File: config.mk
export PLATFORM = sky130hd
export DESIGN_NAME = quaternion_product_renormalize_unit_flat
export DESIGN_NICKNAME = d
export VERILOG_FILES = /design/src/hdl/qpr_pkg.sv /design/src/hdl/qpr_if.sv /design/src/hdl/qpr_serial_mul.sv /design/src/hdl/qpr_serial_sqrt.sv /design/src/hdl/qpr_serial_div.sv /design/src/hdl/quaternion_product_renormalize_unit.sv /design/src/flat_wrapper.sv
export SDC_FILE = /design/constraint.sdc
export NUM_CORES = 2
export LEC_CHECK = 0
export ABC_AREA = 0
export BUFFER_PORTS_ARGS = -buffer_cell sky130_fd_sc_hd__buf_2
export CORE_MARGIN = 8
export CORE_UTILIZATION = 60
export CTS_CLUSTER_DIAMETER = 150
export DETAILED_ROUTE_END_ITERATION = 6
export PLACE_DENSITY = 0.78
export SLEW_MARGIN = 40
export SYNTH_ARGS = -nofsm -noshare
export SYNTH_HDL_FRONTEND = slang
export SYNTH_SLANG_ARGS = --single-unit
File: constraint.sdc
create_clock -name clk -period 13.6 [get_ports clk]
set_clock_uncertainty 0.05 [all_clocks]
set_input_delay 2.72 -clock clk [delete_from_list [all_inputs] [get_ports clk]]
set_output_delay 2.72 -clock clk [all_outputs]
set_load 0.005 [all_outputs]
File: src/hdl/qpr_pkg.sv
`timescale 1ns / 1ps
// ----------------------------------------------------------------------------
// qpr_pkg
// Shared widths, codes and helper functions for the quaternion product unit.
// ----------------------------------------------------------------------------
package qpr_pkg;

  localparam int CW        = 32;            // component width
  localparam int FRAC      = CW - 2;        // fraction bits
  localparam int PW        = 2 * CW;        // magnitude product width
  localparam int AW        = PW + 2;        // signed accumulator / square sum
  localparam int RW        = CW + 1;        // root width
  localparam int NW        = CW + FRAC;     // dividend / quotient width
  localparam int MUL_CNT_W = $clog2(CW);
  localparam int SQ_STEPS  = AW / 2;
  localparam int SQ_CNT_W  = $clog2(SQ_STEPS);
  localparam int DIV_CNT_W = $clog2(NW);

  localparam logic [7:0]  PERIOD_RESET = 8'd100;
  localparam logic [2:0]  ADDR_W       = 3'd0;
  localparam logic        REG_RENORM_PERIOD = 1'b0;   // register index, paddr[2]

  localparam logic [1:0] IDX_X = 2'd0;
  localparam logic [1:0] IDX_Y = 2'd1;
  localparam logic [1:0] IDX_Z = 2'd2;
  localparam logic [1:0] IDX_W = 2'd3;

  localparam logic signed [CW-1:0] COMP_MAX = {1'b0, {(CW-1){1'b1}}};
  localparam logic signed [CW-1:0] COMP_MIN = {1'b1, {(CW-1){1'b0}}};
  localparam logic [NW-1:0]        QUO_NEG_LIM = NW'(1) << (CW - 1);

  typedef enum logic [3:0] {
    ST_IDLE, ST_PROD_GO, ST_PROD_WAIT, ST_DECIDE, ST_SQ_GO, ST_SQ_WAIT,
    ST_ROOT_GO, ST_ROOT_WAIT, ST_DIV_GO, ST_DIV_WAIT, ST_DONE
  } qpr_state_t;

  typedef struct packed {
    logic busy;
    logic done;
  } qpr_unit_stat_t;

  // operand selection of the Hamilton product: {negate, a index}
  function automatic logic [2:0] term_sel(input logic [1:0] comp, input logic [1:0] term);
    logic [2:0] s;
    case ({comp, term})
      {IDX_X, 2'd0}: s = {1'b0, IDX_X};
      {IDX_X, 2'd1}: s = {1'b0, IDX_W};
      {IDX_X, 2'd2}: s = {1'b0, IDX_Z};
      {IDX_X, 2'd3}: s = {1'b1, IDX_Y};
      {IDX_Y, 2'd0}: s = {1'b0, IDX_Y};
      {IDX_Y, 2'd1}: s = {1'b1, IDX_Z};
      {IDX_Y, 2'd2}: s = {1'b0, IDX_W};
      {IDX_Y, 2'd3}: s = {1'b0, IDX_X};
      {IDX_Z, 2'd0}: s = {1'b0, IDX_Z};
      {IDX_Z, 2'd1}: s = {1'b0, IDX_Y};
      {IDX_Z, 2'd2}: s = {1'b1, IDX_X};
      {IDX_Z, 2'd3}: s = {1'b0, IDX_W};
      {IDX_W, 2'd0}: s = {1'b0, IDX_W};
      {IDX_W, 2'd1}: s = {1'b1, IDX_X};
      {IDX_W, 2'd2}: s = {1'b1, IDX_Y};
      {IDX_W, 2'd3}: s = {1'b1, IDX_Z};
      default:       s = {1'b0, IDX_X};
    endcase
    return s;
  endfunction

  // left operand walks w, x, y, z
  function automatic logic [1:0] b_sel(input logic [1:0] term);
    logic [1:0] s;
    case (term)
      2'd0:    s = IDX_W;
      2'd1:    s = IDX_X;
      2'd2:    s = IDX_Y;
      2'd3:    s = IDX_Z;
      default: s = IDX_W;
    endcase
    return s;
  endfunction

  function automatic logic [CW-1:0] mag(input logic signed [CW-1:0] v);
    return v[CW-1] ? CW'(-v) : CW'(v);
  endfunction

  // arithmetic shift by FRAC, then clamp to the component range
  function automatic logic signed [CW-1:0] sat_acc(input logic signed [AW-1:0] acc);
    logic [AW-FRAC-1:0] sh;
    logic [AW-FRAC-CW:0] up;
    sh = acc[AW-1:FRAC];
    up = sh[AW-FRAC-1:CW-1];
    if (&up || ~|up) return sh[CW-1:0];
    return sh[AW-FRAC-1] ? COMP_MIN : COMP_MAX;
  endfunction

  function automatic logic signed [CW-1:0] sat_quo(input logic [NW-1:0] q, input logic neg);
    if (!neg) return (|q[NW-1:CW-1]) ? COMP_MAX : q[CW-1:0];
    if (q > QUO_NEG_LIM) return COMP_MIN;
    return CW'(-q[CW-1:0]);
  endfunction

endpackage

File: src/hdl/qpr_if.sv
`timescale 1ns / 1ps
// ----------------------------------------------------------------------------
// qpr_in_if / qpr_out_if
// Valid/ready channels for operand pairs and product results.
// ----------------------------------------------------------------------------
interface qpr_in_if import qpr_pkg::*; ();
  logic valid;
  logic ready;
  logic signed [CW-1:0] a_x, a_y, a_z, a_w;
  logic signed [CW-1:0] b_x, b_y, b_z, b_w;
  modport source (output valid, a_x, a_y, a_z, a_w, b_x, b_y, b_z, b_w, input ready);
  modport sink   (input valid, a_x, a_y, a_z, a_w, b_x, b_y, b_z, b_w, output ready);
endinterface

interface qpr_out_if import qpr_pkg::*; ();
  logic valid;
  logic ready;
  logic signed [CW-1:0] r_x, r_y, r_z, r_w;
  logic renormalized;
  logic zero_norm;
  modport source (output valid, r_x, r_y, r_z, r_w, renormalized, zero_norm, input ready);
  modport sink   (input valid, r_x, r_y, r_z, r_w, renormalized, zero_norm, output ready);
endinterface

File: src/hdl/qpr_serial_mul.sv
`timescale 1ns / 1ps
// ----------------------------------------------------------------------------
// qpr_serial_mul
// Unsigned shift-add multiplier, one multiplier bit per cycle.
// ----------------------------------------------------------------------------
module qpr_serial_mul import qpr_pkg::*; (
  input  logic             clk,
  input  logic             rst_n,
  input  logic             start,
  input  logic [CW-1:0]    mcand,
  input  logic [CW-1:0]    mplier,
  output logic [PW-1:0]    product,
  output qpr_unit_stat_t   stat
);

  logic                 busy_r, busy_nxt, done_r, done_nxt;
  logic [MUL_CNT_W-1:0] cnt_r, cnt_nxt;
  logic [CW-1:0]        mcand_r, mcand_nxt, hi_r, hi_nxt, lo_r, lo_nxt;
  logic [CW:0]          sum;

  always_comb begin
    busy_nxt  = busy_r;
    done_nxt  = 1'b0;
    cnt_nxt   = cnt_r;
    mcand_nxt = mcand_r;
    hi_nxt    = hi_r;
    lo_nxt    = lo_r;
    sum       = {1'b0, hi_r} + (lo_r[0] ? {1'b0, mcand_r} : '0);
    if (start) begin
      busy_nxt  = 1'b1;
      cnt_nxt   = MUL_CNT_W'(CW - 1);
      mcand_nxt = mcand;
      hi_nxt    = '0;
      lo_nxt    = mplier;
    end else if (busy_r) begin
      // add, then shift the partial product right by one
      hi_nxt = sum[CW:1];
      lo_nxt = {sum[0], lo_r[CW-1:1]};
      if (cnt_r == '0) begin
        busy_nxt = 1'b0;
        done_nxt = 1'b1;
      end else begin
        cnt_nxt = cnt_r - 1'b1;
      end
    end
  end

  always_ff @(posedge clk) begin
    if (!rst_n) begin
      busy_r <= 1'b0;
      done_r <= 1'b0;
      cnt_r  <= '0;
    end else begin
      busy_r <= busy_nxt;
      done_r <= done_nxt;
      cnt_r  <= cnt_nxt;
    end
  end

  always_ff @(posedge clk) begin
    mcand_r <= mcand_nxt;
    hi_r    <= hi_nxt;
    lo_r    <= lo_nxt;
  end

  assign product   = {hi_r, lo_r};
  assign stat.busy = busy_r;
  assign stat.done = done_r;

endmodule

File: src/hdl/qpr_serial_sqrt.sv
`timescale 1ns / 1ps
// ----------------------------------------------------------------------------
// qpr_serial_sqrt
// Integer square root, one root bit (two radicand bits) per cycle.
// ----------------------------------------------------------------------------
module qpr_serial_sqrt import qpr_pkg::*; (
  input  logic            clk,
  input  logic            rst_n,
  input  logic            start,
  input  logic [AW-1:0]   radicand,
  output logic [RW-1:0]   root,
  output qpr_unit_stat_t  stat
);

  logic                busy_r, busy_nxt, done_r, done_nxt;
  logic [SQ_CNT_W-1:0] cnt_r, cnt_nxt;
  logic [AW-1:0]       s_r, s_nxt;
  logic [RW:0]         rem_r, rem_nxt;
  logic [RW-1:0]       root_r, root_nxt;
  logic [RW+2:0]       rem_sh, trial, diff;

  always_comb begin
    busy_nxt = busy_r;
    done_nxt = 1'b0;
    cnt_nxt  = cnt_r;
    s_nxt    = s_r;
    rem_nxt  = rem_r;
    root_nxt = root_r;
    rem_sh   = {rem_r, s_r[AW-1:AW-2]};
    trial    = {1'b0, root_r, 2'b01};
    diff     = rem_sh - trial;
    if (start) begin
      busy_nxt = 1'b1;
      cnt_nxt  = SQ_CNT_W'(SQ_STEPS - 1);
      s_nxt    = radicand;
      rem_nxt  = '0;
      root_nxt = '0;
    end else if (busy_r) begin
      s_nxt = {s_r[AW-3:0], 2'b00};
      if (rem_sh >= trial) begin
        rem_nxt  = diff[RW:0];
        root_nxt = {root_r[RW-2:0], 1'b1};
      end else begin
        rem_nxt  = rem_sh[RW:0];
        root_nxt = {root_r[RW-2:0], 1'b0};
      end
      if (cnt_r == '0) begin
        busy_nxt = 1'b0;
        done_nxt = 1'b1;
      end else begin
        cnt_nxt = cnt_r - 1'b1;
      end
    end
  end

  always_ff @(posedge clk) begin
    if (!rst_n) begin
      busy_r <= 1'b0;
      done_r <= 1'b0;
      cnt_r  <= '0;
    end else begin
      busy_r <= busy_nxt;
      done_r <= done_nxt;
      cnt_r  <= cnt_nxt;
    end
  end

  always_ff @(posedge clk) begin
    s_r    <= s_nxt;
    rem_r  <= rem_nxt;
    root_r <= root_nxt;
  end

  assign root      = root_r;
  assign stat.busy = busy_r;
  assign stat.done = done_r;

endmodule

File: src/hdl/qpr_serial_div.sv
`timescale 1ns / 1ps
// ----------------------------------------------------------------------------
// qpr_serial_div
// Restoring divider, one quotient bit per cycle.
// ----------------------------------------------------------------------------
module qpr_serial_div import qpr_pkg::*; (
  input  logic            clk,
  input  logic            rst_n,
  input  logic            start,
  input  logic [NW-1:0]   dividend,
  input  logic [RW-1:0]   divisor,
  output logic [NW-1:0]   quotient,
  output qpr_unit_stat_t  stat
);

  logic                 busy_r, busy_nxt, done_r, done_nxt;
  logic [DIV_CNT_W-1:0] cnt_r, cnt_nxt;
  logic [NW-1:0]        num_r, num_nxt;
  logic [RW-1:0]        rem_r, rem_nxt, dsr_r, dsr_nxt;
  logic [RW:0]          rem_sh, diff;
  logic                 ge;

  always_comb begin
    busy_nxt = busy_r;
    done_nxt = 1'b0;
    cnt_nxt  = cnt_r;
    num_nxt  = num_r;
    rem_nxt  = rem_r;
    dsr_nxt  = dsr_r;
    rem_sh   = {rem_r, num_r[NW-1]};
    diff     = rem_sh - {1'b0, dsr_r};
    ge       = rem_sh >= {1'b0, dsr_r};
    if (start) begin
      busy_nxt = 1'b1;
      cnt_nxt  = DIV_CNT_W'(NW - 1);
      num_nxt  = dividend;
      rem_nxt  = '0;
      dsr_nxt  = divisor;
    end else if (busy_r) begin
      // dividend bits leave at the top, quotient bits enter at the bottom
      num_nxt = {num_r[NW-2:0], ge};
      rem_nxt = ge ? diff[RW-1:0] : rem_sh[RW-1:0];
      if (cnt_r == '0) begin
        busy_nxt = 1'b0;
        done_nxt = 1'b1;
      end else begin
        cnt_nxt = cnt_r - 1'b1;
      end
    end
  end

  always_ff @(posedge clk) begin
    if (!rst_n) begin
      busy_r <= 1'b0;
      done_r <= 1'b0;
      cnt_r  <= '0;
    end else begin
      busy_r <= busy_nxt;
      done_r <= done_nxt;
      cnt_r  <= cnt_nxt;
    end
  end

  always_ff @(posedge clk) begin
    num_r <= num_nxt;
    rem_r <= rem_nxt;
    dsr_r <= dsr_nxt;
  end

  assign quotient  = num_r;
  assign stat.busy = busy_r;
  assign stat.done = done_r;

endmodule

File: src/hdl/quaternion_product_renormalize_unit.sv
`timescale 1ns / 1ps
// ----------------------------------------------------------------------------
// quaternion_product_renormalize_unit
// Hamilton product b*a of Q1.30 quaternions with periodic unit-length rescale.
// ----------------------------------------------------------------------------
// One item at a time. Each of the sixteen partial products runs through a
// single bit-serial multiplier. When the product counter passes
// renorm_period, four squares go through the same multiplier, the magnitude
// comes from a bit-serial square root and, unless that magnitude is zero,
// each component is scaled by a restoring divider that yields one quotient
// bit per cycle. A new item is taken once the previous result sits in the
// output register; the output register holds it until the sink takes the
// transfer. Register renorm_period lives at byte address 0 of the APB port.
// ----------------------------------------------------------------------------
module quaternion_product_renormalize_unit import qpr_pkg::*; (
  input  logic          clk,
  input  logic          rst_n,
  qpr_in_if.sink        in_chan,
  qpr_out_if.source     out_chan,
  input  logic          psel,
  input  logic          penable,
  input  logic          pwrite,
  input  logic [2:0]    paddr,
  input  logic [31:0]   pwdata,
  output logic [31:0]   prdata,
  output logic          pready
);

  qpr_state_t state_r, state_nxt;

  logic signed [CW-1:0] a_r [4];
  logic signed [CW-1:0] b_r [4];
  logic signed [CW-1:0] res_r [4];
  logic signed [CW-1:0] res_nxt [4];
  logic [1:0]           comp_r, comp_nxt, term_r, term_nxt;
  logic signed [AW-1:0] acc_r, acc_nxt, acc_sum;
  logic [AW-1:0]        sum_r, sum_nxt;
  logic [RW-1:0]        root_r, root_nxt;
  logic [7:0]           cnt_r, cnt_nxt, period_r;
  logic [8:0]           cnt_inc;
  logic                 ren_r, ren_nxt, zero_r, zero_nxt;
  logic                 in_acc, out_load, cfg_wr;

  logic signed [CW-1:0] out_x_r, out_y_r, out_z_r, out_w_r;
  logic                 out_valid_r, out_ren_r, out_zero_r;

  logic [2:0]           sel;
  logic [1:0]           b_idx;
  logic signed [CW-1:0] op_a, op_b;
  logic                 prod_neg;

  logic                 mul_start, sqrt_start, div_start;
  logic [CW-1:0]        mul_x, mul_y;
  logic [PW-1:0]        mul_p;
  logic [RW-1:0]        sqrt_root;
  logic [NW-1:0]        div_q;
  qpr_unit_stat_t       mul_st, sqrt_st, div_st;

  // --------------------------------------------------------------------------
  // Configuration: one writable register, always ready
  // --------------------------------------------------------------------------
  assign pready = 1'b1;
  assign cfg_wr = psel && penable && pwrite;
  assign prdata = (paddr[2] == REG_RENORM_PERIOD) ? {24'd0, period_r} : 32'd0;

  always_ff @(posedge clk) begin
    if (!rst_n) begin
      period_r <= PERIOD_RESET;
    end else if (cfg_wr && paddr[2] == REG_RENORM_PERIOD) begin
      period_r <= pwdata[7:0];
    end
  end

  // --------------------------------------------------------------------------
  // Operand selection for the shared multiplier
  // --------------------------------------------------------------------------
  assign sel      = term_sel(comp_r, term_r);
  assign b_idx    = b_sel(term_r);
  assign op_a     = a_r[sel[1:0]];
  assign op_b     = b_r[b_idx];
  assign prod_neg = sel[2] ^ op_a[CW-1] ^ op_b[CW-1];

  assign mul_x = (state_r == ST_SQ_GO) ? mag(res_r[comp_r]) : mag(op_a);
  assign mul_y = (state_r == ST_SQ_GO) ? mag(res_r[comp_r]) : mag(op_b);

  assign acc_sum = prod_neg ? acc_r - $signed({2'b00, mul_p})
                            : acc_r + $signed({2'b00, mul_p});
  assign cnt_inc = {1'b0, cnt_r} + 9'd1;

  assign in_acc   = in_chan.valid && in_chan.ready;
  assign in_chan.ready = (state_r == ST_IDLE);
  assign out_load = (state_r == ST_DONE) && (!out_valid_r || out_chan.ready);

  // --------------------------------------------------------------------------
  // Sequencer
  // --------------------------------------------------------------------------
  always_comb begin
    state_nxt  = state_r;
    comp_nxt   = comp_r;
    term_nxt   = term_r;
    acc_nxt    = acc_r;
    sum_nxt    = sum_r;
    root_nxt   = root_r;
    cnt_nxt    = cnt_r;
    ren_nxt    = ren_r;
    zero_nxt   = zero_r;
    res_nxt    = res_r;
    mul_start  = 1'b0;
    sqrt_start = 1'b0;
    div_start  = 1'b0;
    case (state_r)
      ST_IDLE: begin
        if (in_acc) begin
          comp_nxt  = IDX_X;
          term_nxt  = 2'd0;
          acc_nxt   = '0;
          ren_nxt   = 1'b0;
          zero_nxt  = 1'b0;
          state_nxt = ST_PROD_GO;
        end
      end
      ST_PROD_GO: begin
        mul_start = 1'b1;
        state_nxt = ST_PROD_WAIT;
      end
      ST_PROD_WAIT: begin
        if (mul_st.done) begin
          if (term_r == 2'd3) begin
            // close out this component
            res_nxt[comp_r] = sat_acc(acc_sum);
            acc_nxt  = '0;
            term_nxt = 2'd0;
            if (comp_r == IDX_W) begin
              state_nxt = ST_DECIDE;
            end else begin
              comp_nxt  = comp_r + 2'd1;
              state_nxt = ST_PROD_GO;
            end
          end else begin
            acc_nxt   = acc_sum;
            term_nxt  = term_r + 2'd1;
            state_nxt = ST_PROD_GO;
          end
        end
      end
      ST_DECIDE: begin
        if (cnt_inc > {1'b0, period_r}) begin
          cnt_nxt   = '0;
          comp_nxt  = IDX_X;
          sum_nxt   = '0;
          state_nxt = ST_SQ_GO;
        end else begin
          cnt_nxt   = cnt_inc[7:0];
          state_nxt = ST_DONE;
        end
      end
      ST_SQ_GO: begin
        mul_start = 1'b1;
        state_nxt = ST_SQ_WAIT;
      end
      ST_SQ_WAIT: begin
        if (mul_st.done) begin
          sum_nxt = sum_r + {2'b00, mul_p};
          if (comp_r == IDX_W) begin
            if (sum_nxt == '0) begin
              // zero magnitude: skip the rescale
              zero_nxt  = 1'b1;
              state_nxt = ST_DONE;
            end else begin
              state_nxt = ST_ROOT_GO;
            end
          end else begin
            comp_nxt  = comp_r + 2'd1;
            state_nxt = ST_SQ_GO;
          end
        end
      end
      ST_ROOT_GO: begin
        sqrt_start = 1'b1;
        state_nxt  = ST_ROOT_WAIT;
      end
      ST_ROOT_WAIT: begin
        if (sqrt_st.done) begin
          root_nxt  = sqrt_root;
          comp_nxt  = IDX_X;
          state_nxt = ST_DIV_GO;
        end
      end
      ST_DIV_GO: begin
        div_start = 1'b1;
        state_nxt = ST_DIV_WAIT;
      end
      ST_DIV_WAIT: begin
        if (div_st.done) begin
          res_nxt[comp_r] = sat_quo(div_q, res_r[comp_r][CW-1]);
          if (comp_r == IDX_W) begin
            ren_nxt   = 1'b1;
            state_nxt = ST_DONE;
          end else begin
            comp_nxt  = comp_r + 2'd1;
            state_nxt = ST_DIV_GO;
          end
        end
      end
      ST_DONE: begin
        if (out_load) state_nxt = ST_IDLE;
      end
      default: state_nxt = ST_IDLE;
    endcase
  end

  always_ff @(posedge clk) begin
    if (!rst_n) begin
      state_r     <= ST_IDLE;
      cnt_r       <= '0;
      comp_r      <= IDX_X;
      term_r      <= 2'd0;
      out_valid_r <= 1'b0;
    end else begin
      state_r <= state_nxt;
      cnt_r   <= cnt_nxt;
      comp_r  <= comp_nxt;
      term_r  <= term_nxt;
      if (out_load)            out_valid_r <= 1'b1;
      else if (out_chan.ready) out_valid_r <= 1'b0;
    end
  end

  // hold operands and working values; no reset needed
  always_ff @(posedge clk) begin
    if (in_acc) begin
      a_r[IDX_X] <= in_chan.a_x;
      a_r[IDX_Y] <= in_chan.a_y;
      a_r[IDX_Z] <= in_chan.a_z;
      a_r[IDX_W] <= in_chan.a_w;
      b_r[IDX_X] <= in_chan.b_x;
      b_r[IDX_Y] <= in_chan.b_y;
      b_r[IDX_Z] <= in_chan.b_z;
      b_r[IDX_W] <= in_chan.b_w;
    end
    res_r  <= res_nxt;
    acc_r  <= acc_nxt;
    sum_r  <= sum_nxt;
    root_r <= root_nxt;
    ren_r  <= ren_nxt;
    zero_r <= zero_nxt;
    if (out_load) begin
      out_x_r    <= res_r[IDX_X];
      out_y_r    <= res_r[IDX_Y];
      out_z_r    <= res_r[IDX_Z];
      out_w_r    <= res_r[IDX_W];
      out_ren_r  <= ren_r;
      out_zero_r <= zero_r;
    end
  end

  assign out_chan.valid        = out_valid_r;
  assign out_chan.r_x          = out_x_r;
  assign out_chan.r_y          = out_y_r;
  assign out_chan.r_z          = out_z_r;
  assign out_chan.r_w          = out_w_r;
  assign out_chan.renormalized = out_ren_r;
  assign out_chan.zero_norm    = out_zero_r;

  // --------------------------------------------------------------------------
  // Serial arithmetic units
  // --------------------------------------------------------------------------
  qpr_serial_mul u_mul (
    .clk     (clk),
    .rst_n   (rst_n),
    .start   (mul_start),
    .mcand   (mul_x),
    .mplier  (mul_y),
    .product (mul_p),
    .stat    (mul_st)
  );

  qpr_serial_sqrt u_sqrt (
    .clk      (clk),
    .rst_n    (rst_n),
    .start    (sqrt_start),
    .radicand (sum_r),
    .root     (sqrt_root),
    .stat     (sqrt_st)
  );

  qpr_serial_div u_div (
    .clk      (clk),
    .rst_n    (rst_n),
    .start    (div_start),
    .dividend ({mag(res_r[comp_r]), {FRAC{1'b0}}}),
    .divisor  (root_r),
    .quotient (div_q),
    .stat     (div_st)
  );

  // --------------------------------------------------------------------------
  // Assertions
  // --------------------------------------------------------------------------
  a_mul_no_restart: assert property (@(posedge clk) disable iff (!rst_n)
    mul_start |-> !mul_st.busy)
    else $error("multiplier restarted while busy");

  a_units_idle_on_accept: assert property (@(posedge clk) disable iff (!rst_n)
    in_acc |-> !mul_st.busy && !sqrt_st.busy && !div_st.busy)
    else $error("item taken while an arithmetic unit still runs");

  a_flags_exclusive: assert property (@(posedge clk) disable iff (!rst_n)
    out_load |-> !(ren_r && zero_r))
    else $error("renormalized and zero_norm both set");

  a_counter_cleared: assert property (@(posedge clk) disable iff (!rst_n)
    (out_load && (ren_r || zero_r)) |-> cnt_r == 8'd0)
    else $error("counter not cleared on a rescale");

  a_divisor_nonzero: assert property (@(posedge clk) disable iff (!rst_n)
    div_start |-> root_r != '0)
    else $error("divide started with zero magnitude");

endmodule
File: src/flat_wrapper.sv
// flat-port wrapper written by rule: the top's interface ports become plain ports
module quaternion_product_renormalize_unit_flat import qpr_pkg::*;
  (clk, rst_n, psel, penable, pwrite, paddr, pwdata, prdata, pready, in_chan_valid, in_chan_a_x, in_chan_a_y, in_chan_a_z, in_chan_a_w, in_chan_b_x, in_chan_b_y, in_chan_b_z, in_chan_b_w, in_chan_ready, out_chan_valid, out_chan_r_x, out_chan_r_y, out_chan_r_z, out_chan_r_w, out_chan_renormalized, out_chan_zero_norm, out_chan_ready);
  qpr_in_if in_chan_i ();
  qpr_out_if out_chan_i ();
  input  logic clk;
  input  logic rst_n;
  input  logic psel;
  input  logic penable;
  input  logic pwrite;
  input  logic [2:0] paddr;
  input  logic [31:0] pwdata;
  output logic [31:0] prdata;
  output logic pready;
  input wire logic [$bits(in_chan_i.valid)-1:0] in_chan_valid;
  input wire logic [$bits(in_chan_i.a_x)-1:0] in_chan_a_x;
  input wire logic [$bits(in_chan_i.a_y)-1:0] in_chan_a_y;
  input wire logic [$bits(in_chan_i.a_z)-1:0] in_chan_a_z;
  input wire logic [$bits(in_chan_i.a_w)-1:0] in_chan_a_w;
  input wire logic [$bits(in_chan_i.b_x)-1:0] in_chan_b_x;
  input wire logic [$bits(in_chan_i.b_y)-1:0] in_chan_b_y;
  input wire logic [$bits(in_chan_i.b_z)-1:0] in_chan_b_z;
  input wire logic [$bits(in_chan_i.b_w)-1:0] in_chan_b_w;
  output wire logic [$bits(in_chan_i.ready)-1:0] in_chan_ready;
  output wire logic [$bits(out_chan_i.valid)-1:0] out_chan_valid;
  output wire logic [$bits(out_chan_i.r_x)-1:0] out_chan_r_x;
  output wire logic [$bits(out_chan_i.r_y)-1:0] out_chan_r_y;
  output wire logic [$bits(out_chan_i.r_z)-1:0] out_chan_r_z;
  output wire logic [$bits(out_chan_i.r_w)-1:0] out_chan_r_w;
  output wire logic [$bits(out_chan_i.renormalized)-1:0] out_chan_renormalized;
  output wire logic [$bits(out_chan_i.zero_norm)-1:0] out_chan_zero_norm;
  input wire logic [$bits(out_chan_i.ready)-1:0] out_chan_ready;
  assign in_chan_i.valid = in_chan_valid;
  assign in_chan_i.a_x = in_chan_a_x;
  assign in_chan_i.a_y = in_chan_a_y;
  assign in_chan_i.a_z = in_chan_a_z;
  assign in_chan_i.a_w = in_chan_a_w;
  assign in_chan_i.b_x = in_chan_b_x;
  assign in_chan_i.b_y = in_chan_b_y;
  assign in_chan_i.b_z = in_chan_b_z;
  assign in_chan_i.b_w = in_chan_b_w;
  assign in_chan_ready = in_chan_i.ready;
  assign out_chan_valid = out_chan_i.valid;
  assign out_chan_r_x = out_chan_i.r_x;
  assign out_chan_r_y = out_chan_i.r_y;
  assign out_chan_r_z = out_chan_i.r_z;
  assign out_chan_r_w = out_chan_i.r_w;
  assign out_chan_renormalized = out_chan_i.renormalized;
  assign out_chan_zero_norm = out_chan_i.zero_norm;
  assign out_chan_i.ready = out_chan_ready;
  quaternion_product_renormalize_unit u_core (.clk(clk), .rst_n(rst_n), .in_chan(in_chan_i), .out_chan(out_chan_i), .psel(psel), .penable(penable), .pwrite(pwrite), .paddr(paddr), .pwdata(pwdata), .prdata(prdata), .pready(pready));
endmodule
==> flow_summary_export.csv <==
group,metric,value,unit
outcome,outcome,"complete, no violations",
placed_design,portBuffers,411,
sta,drv_slew,0,
yosys,synth_edf_count,876,
clock_tree,clkSinkCount,1086,
clock_tree,cts_tree,"built",
global_routing,grt-ovfl-total,0,
floorplan,initial_core_util,60.2,%
sta,tns,0,ps
yosys,synthCells,5557,
route,post_drt_wl_per_cell,23.0,µm
yosys,yosys_warnings,0,
yosys,synth_flop_cell,"edfxtp_1",
placed_design,gp_congestion,0.948,
finish,area_growth,11.8,%
floorplan,coreArea,98000,µm²
route,drc_errors,0,
global_routing,grt-busiest-layer,"met2",
clock_tree,clk_pin_slew,60,ps
sta,worst_slew_pin_slew,1010,ps
critical_path,critPathMostFrequentCell,"buf_4",
global_routing,grt_pass1_vias,43800,
yosys,async_flop_share,0,%
finish,post_route_cells_drive_above_1_share,13.7,%
yosys,syn_area,59000,µm²
clock_tree,cts_resized,0,
power,p_per_area,214,nW/µm²
flow_run,drv_cap,0,
yosys,syn_area_per_cell,10.6,µm²
clock_tree,hold_buffers,0,
global_routing,use_met1,38.5,%
route,drtAntennaViolNets,0,
route,drt-initial-drc-count,4948,
power,leakage,25.5,nW
route,first_pass_iters,6,
floorplan,die-height,330,µm
route,viasPerCell,6.25,
power,vdd_drop_max,0.135,mV
critical_path,cp_slowest_stage_delay,770,ps
floorplan,rows,115,
critical_path,cp.arrival,9040,ps
floorplan,die_area,109000,µm²
finish,fin_area,66000,µm²
sta,timing.hold.ws,363,ps
sta,finalHoldViolations,0,
critical_path,critPathSlowestCell,"ha_1",
critical_path,rrSetupSlack,4930,ps
critical_path,crit_path_end_kind,"flop",
route,wirelength,168000,µm
sta,max_slew_margin,32.4,%
hold_path,min_path_type,"reg -> reg",
global_routing,grt_max_degree,92,
critical_path,required,13980,ps
sta,layout_min_cycle_time,8670,ps
critical_path,cp-start-kind,"flop",
global_routing,met2_usage,49.4,%
clock_tree,clk-insertion-delay-late,720,ps
global_routing,antenna_found_initial,16,
placed_design,dp_hpwl,122000,µm
yosys,synthDistinctLibCells,95,
global_routing,grt_first_pass_wirelength,253000,µm
global_routing,grt_use_total,29.9,%
clock_tree,cts_inserted_buffers,108,
sta,min_period_over_period,63.7,%
route,dr_total_vias,45500,
placed_design,place_area,62300,µm²
clock_tree,postCtsSetupBuffers,0,
floorplan,die_w,330,µm
yosys,synth-seq-cells,1086,
finish,nets,6451,
critical_path,crit_type,"reg -> reg",
floorplan,ios,463,
yosys,ys_seq_area_share,51.7,%
clock_tree,clockBufferDepth,3,
sta,setup_violations,0,
sta,rsz0062_at_grt,"no",
critical_path,crit_fanout,52,
critical_path,path_delay_family,"compound AO/OA/AOI/OAI gates",
clock_tree,cts-htree-levels,3,
clock_tree,cts_root_buf,"clkbuf_16",
global_routing,gr-usage-met3,5.60,%
critical_path,critPathBufInv,4,
finish,fillerInstances,7327,
sta,max_freq,115,MHz
## cell families (layout without fill, tap and decap cells)
group / count (synthesis) / count (layout) / share of synthesized area (%)
other: 2 / 35 / 0.0127
buffers and inverters: 475 / 875 / 3.25
adders and majority gates: 261 / 261 / 5.59
xor gates and xnor gates: 370 / 370 / 5.51
AOI/OAI and AO/OA: 1334 / 1334 / 14.0
and+or+nand+nor: 1824 / 1824 / 14.5
muxes: 205 / 205 / 5.46
DFF: 1086 / 1086 / 51.7
## cell usage in the layout (no fill, tap or decap), drive strengths merged, types with 56 or more instances in the layout
cell | Yosys | layout
and2 | 115 | 115
xor2 | 166 | 166
clkbuf | 208 | 136
inv | 206 | 211
mux4 | 93 | 93
buf | 56 | 466
edfxtp | 876 | 876
mux2i | 107 | 107
and3 | 70 | 70
nor2 | 576 | 576
a21o | 123 | 123
ha | 257 | 257
dfxtp | 210 | 210
nand2 | 522 | 522
nand3 | 106 | 106
a21oi | 449 | 449
o21ai | 337 | 337
xnor2 | 204 | 204
o31ai | 56 | 56
nand4 | 58 | 58
nor3 | 118 | 118
## metrics by stage
step / setup slack [ps] / std cells / util (%) / total power, W
after CTS: 5080 / 7267 / 67.2 / 0.0140
after floorplan: 1190 / 5580 / - / 0.00917
after global routing: 4590 / 7274 / 67.3 / 0.0148
final: 4930 / 7277 / 67.3 / 0.0141
after global placement: 5370 / 7066 / 63.4 / 0.0108
after detailed placement: 5210 / 7069 / 63.5 / 0.0109
## worst reg2reg max path, cell delays in order, from the launching register on
cell and delay [ps]:
dfxtp_1 570, inv_1 120, ha_1 770, xor2_4 170, buf_4 450, mux2i_1 360, mux2i_2 100, buf_4 240
xnor2_2 170, buf_4 450, o41ai_1 190, xnor2_1 370, ha_1 410, a21o_1 200, a21o_1 160, a21oi_1 160
o21ai_0 110, nor3_1 450, o31ai_1 240, a211oi_1 640, o31ai_1 200, xnor2_1 200, o41ai_2 330, nand2_2 390
o21ai_0 730, nor2_1 150
## final cells by class
class                           instances  area [µm²]  area share (%)
Sequential cell                      1086       30500            46.3
Clock inverter                         62         726            1.10
Tap cell                             1287        1610            2.44
Timing Repair Buffer                  466        2520            3.82
Multi-Input combinational cell       4019       26900            40.8
Inverter                              211         792            1.20
Antenna cell                           10        25.0          0.0379
Clock buffer                          136        2890            4.38
## layer usage
layer,vias to the layer above,share of wire [%]
met1,21800,39
li1,21100,-
met3,386,8.8
met2,2211,47
met4,0,4.8
met5,-,0
## Yosys cell counts (all sizes together), types with 8 or more instances
library cell / count / area, µm²
or3: 51 / 319
a21boi: 19 / 143
o21a: 34 / 255
nand3b: 14 / 105
nor2: 576 / 2160
a21oi: 449 / 2250
buf: 56 / 345
clkbuf: 208 / 781
nand2: 522 / 1970
nor3: 118 / 596
mux2i: 107 / 1070
a21o: 123 / 923
or2: 11 / 68.8
ha: 257 / 3220
inv: 206 / 773
o211ai: 29 / 218
o2111ai: 8 / 70.1
mux4: 93 / 2090
nand3: 106 / 536
dfxtp: 210 / 4200
nor2b: 28 / 175
a211o: 12 / 105
or4: 13 / 101
nor3b: 11 / 87.6
o22ai: 27 / 194
o21ai: 337 / 1690
o41ai: 16 / 166
a31oi: 36 / 225
nand2b: 51 / 319
o31ai: 56 / 420
o31a: 12 / 105
a221oi: 10 / 87.6
nand4: 58 / 363
and4: 10 / 87.6
o21bai: 42 / 315
and2: 115 / 724
nor4: 49 / 313
xnor2: 204 / 1790
and3: 70 / 438
edfxtp: 876 / 26300
a211oi: 47 / 353
xor2: 166 / 1450
## state kept, by name (all words and copies together), names as in the netlist, 34 cells and up
register,count
u_core.a_r,128
u_core.u_sqrt.rem_r,34
u_core.u_div.quotient,62
u_core.b_r,128
u_core.res_r,128
u_core.sum_r,66
u_core.u_sqrt.s_r,66
u_core.acc_r,66
## where the power goes
group          internal (W)  leakage [nW]  switching (W)  total (W)
sequential          0.00418          10.0       0.000477    0.00466
combinational       0.00232          13.8        0.00410    0.00642
clock               0.00169          1.72        0.00133    0.00302
## path summary, 6_finish.rpt
| path | startpoint | end | cells after the start |
|---|---|---|---|
| worst max-delay path | u_core.term_r[0] | u_core.res_r[78] | 25 |
| worst min-delay path | u_core.root_r[25] | u_core.u_div.dsr_r[25] | 0 |
| worst max register to register | u_core.term_r[0] | u_core.res_r[78] | 25 |
| worst min register to register | u_core.root_r[25] | u_core.u_div.dsr_r[25] | 0 |
No activity file was read; power rests on OpenSTA's default activity.
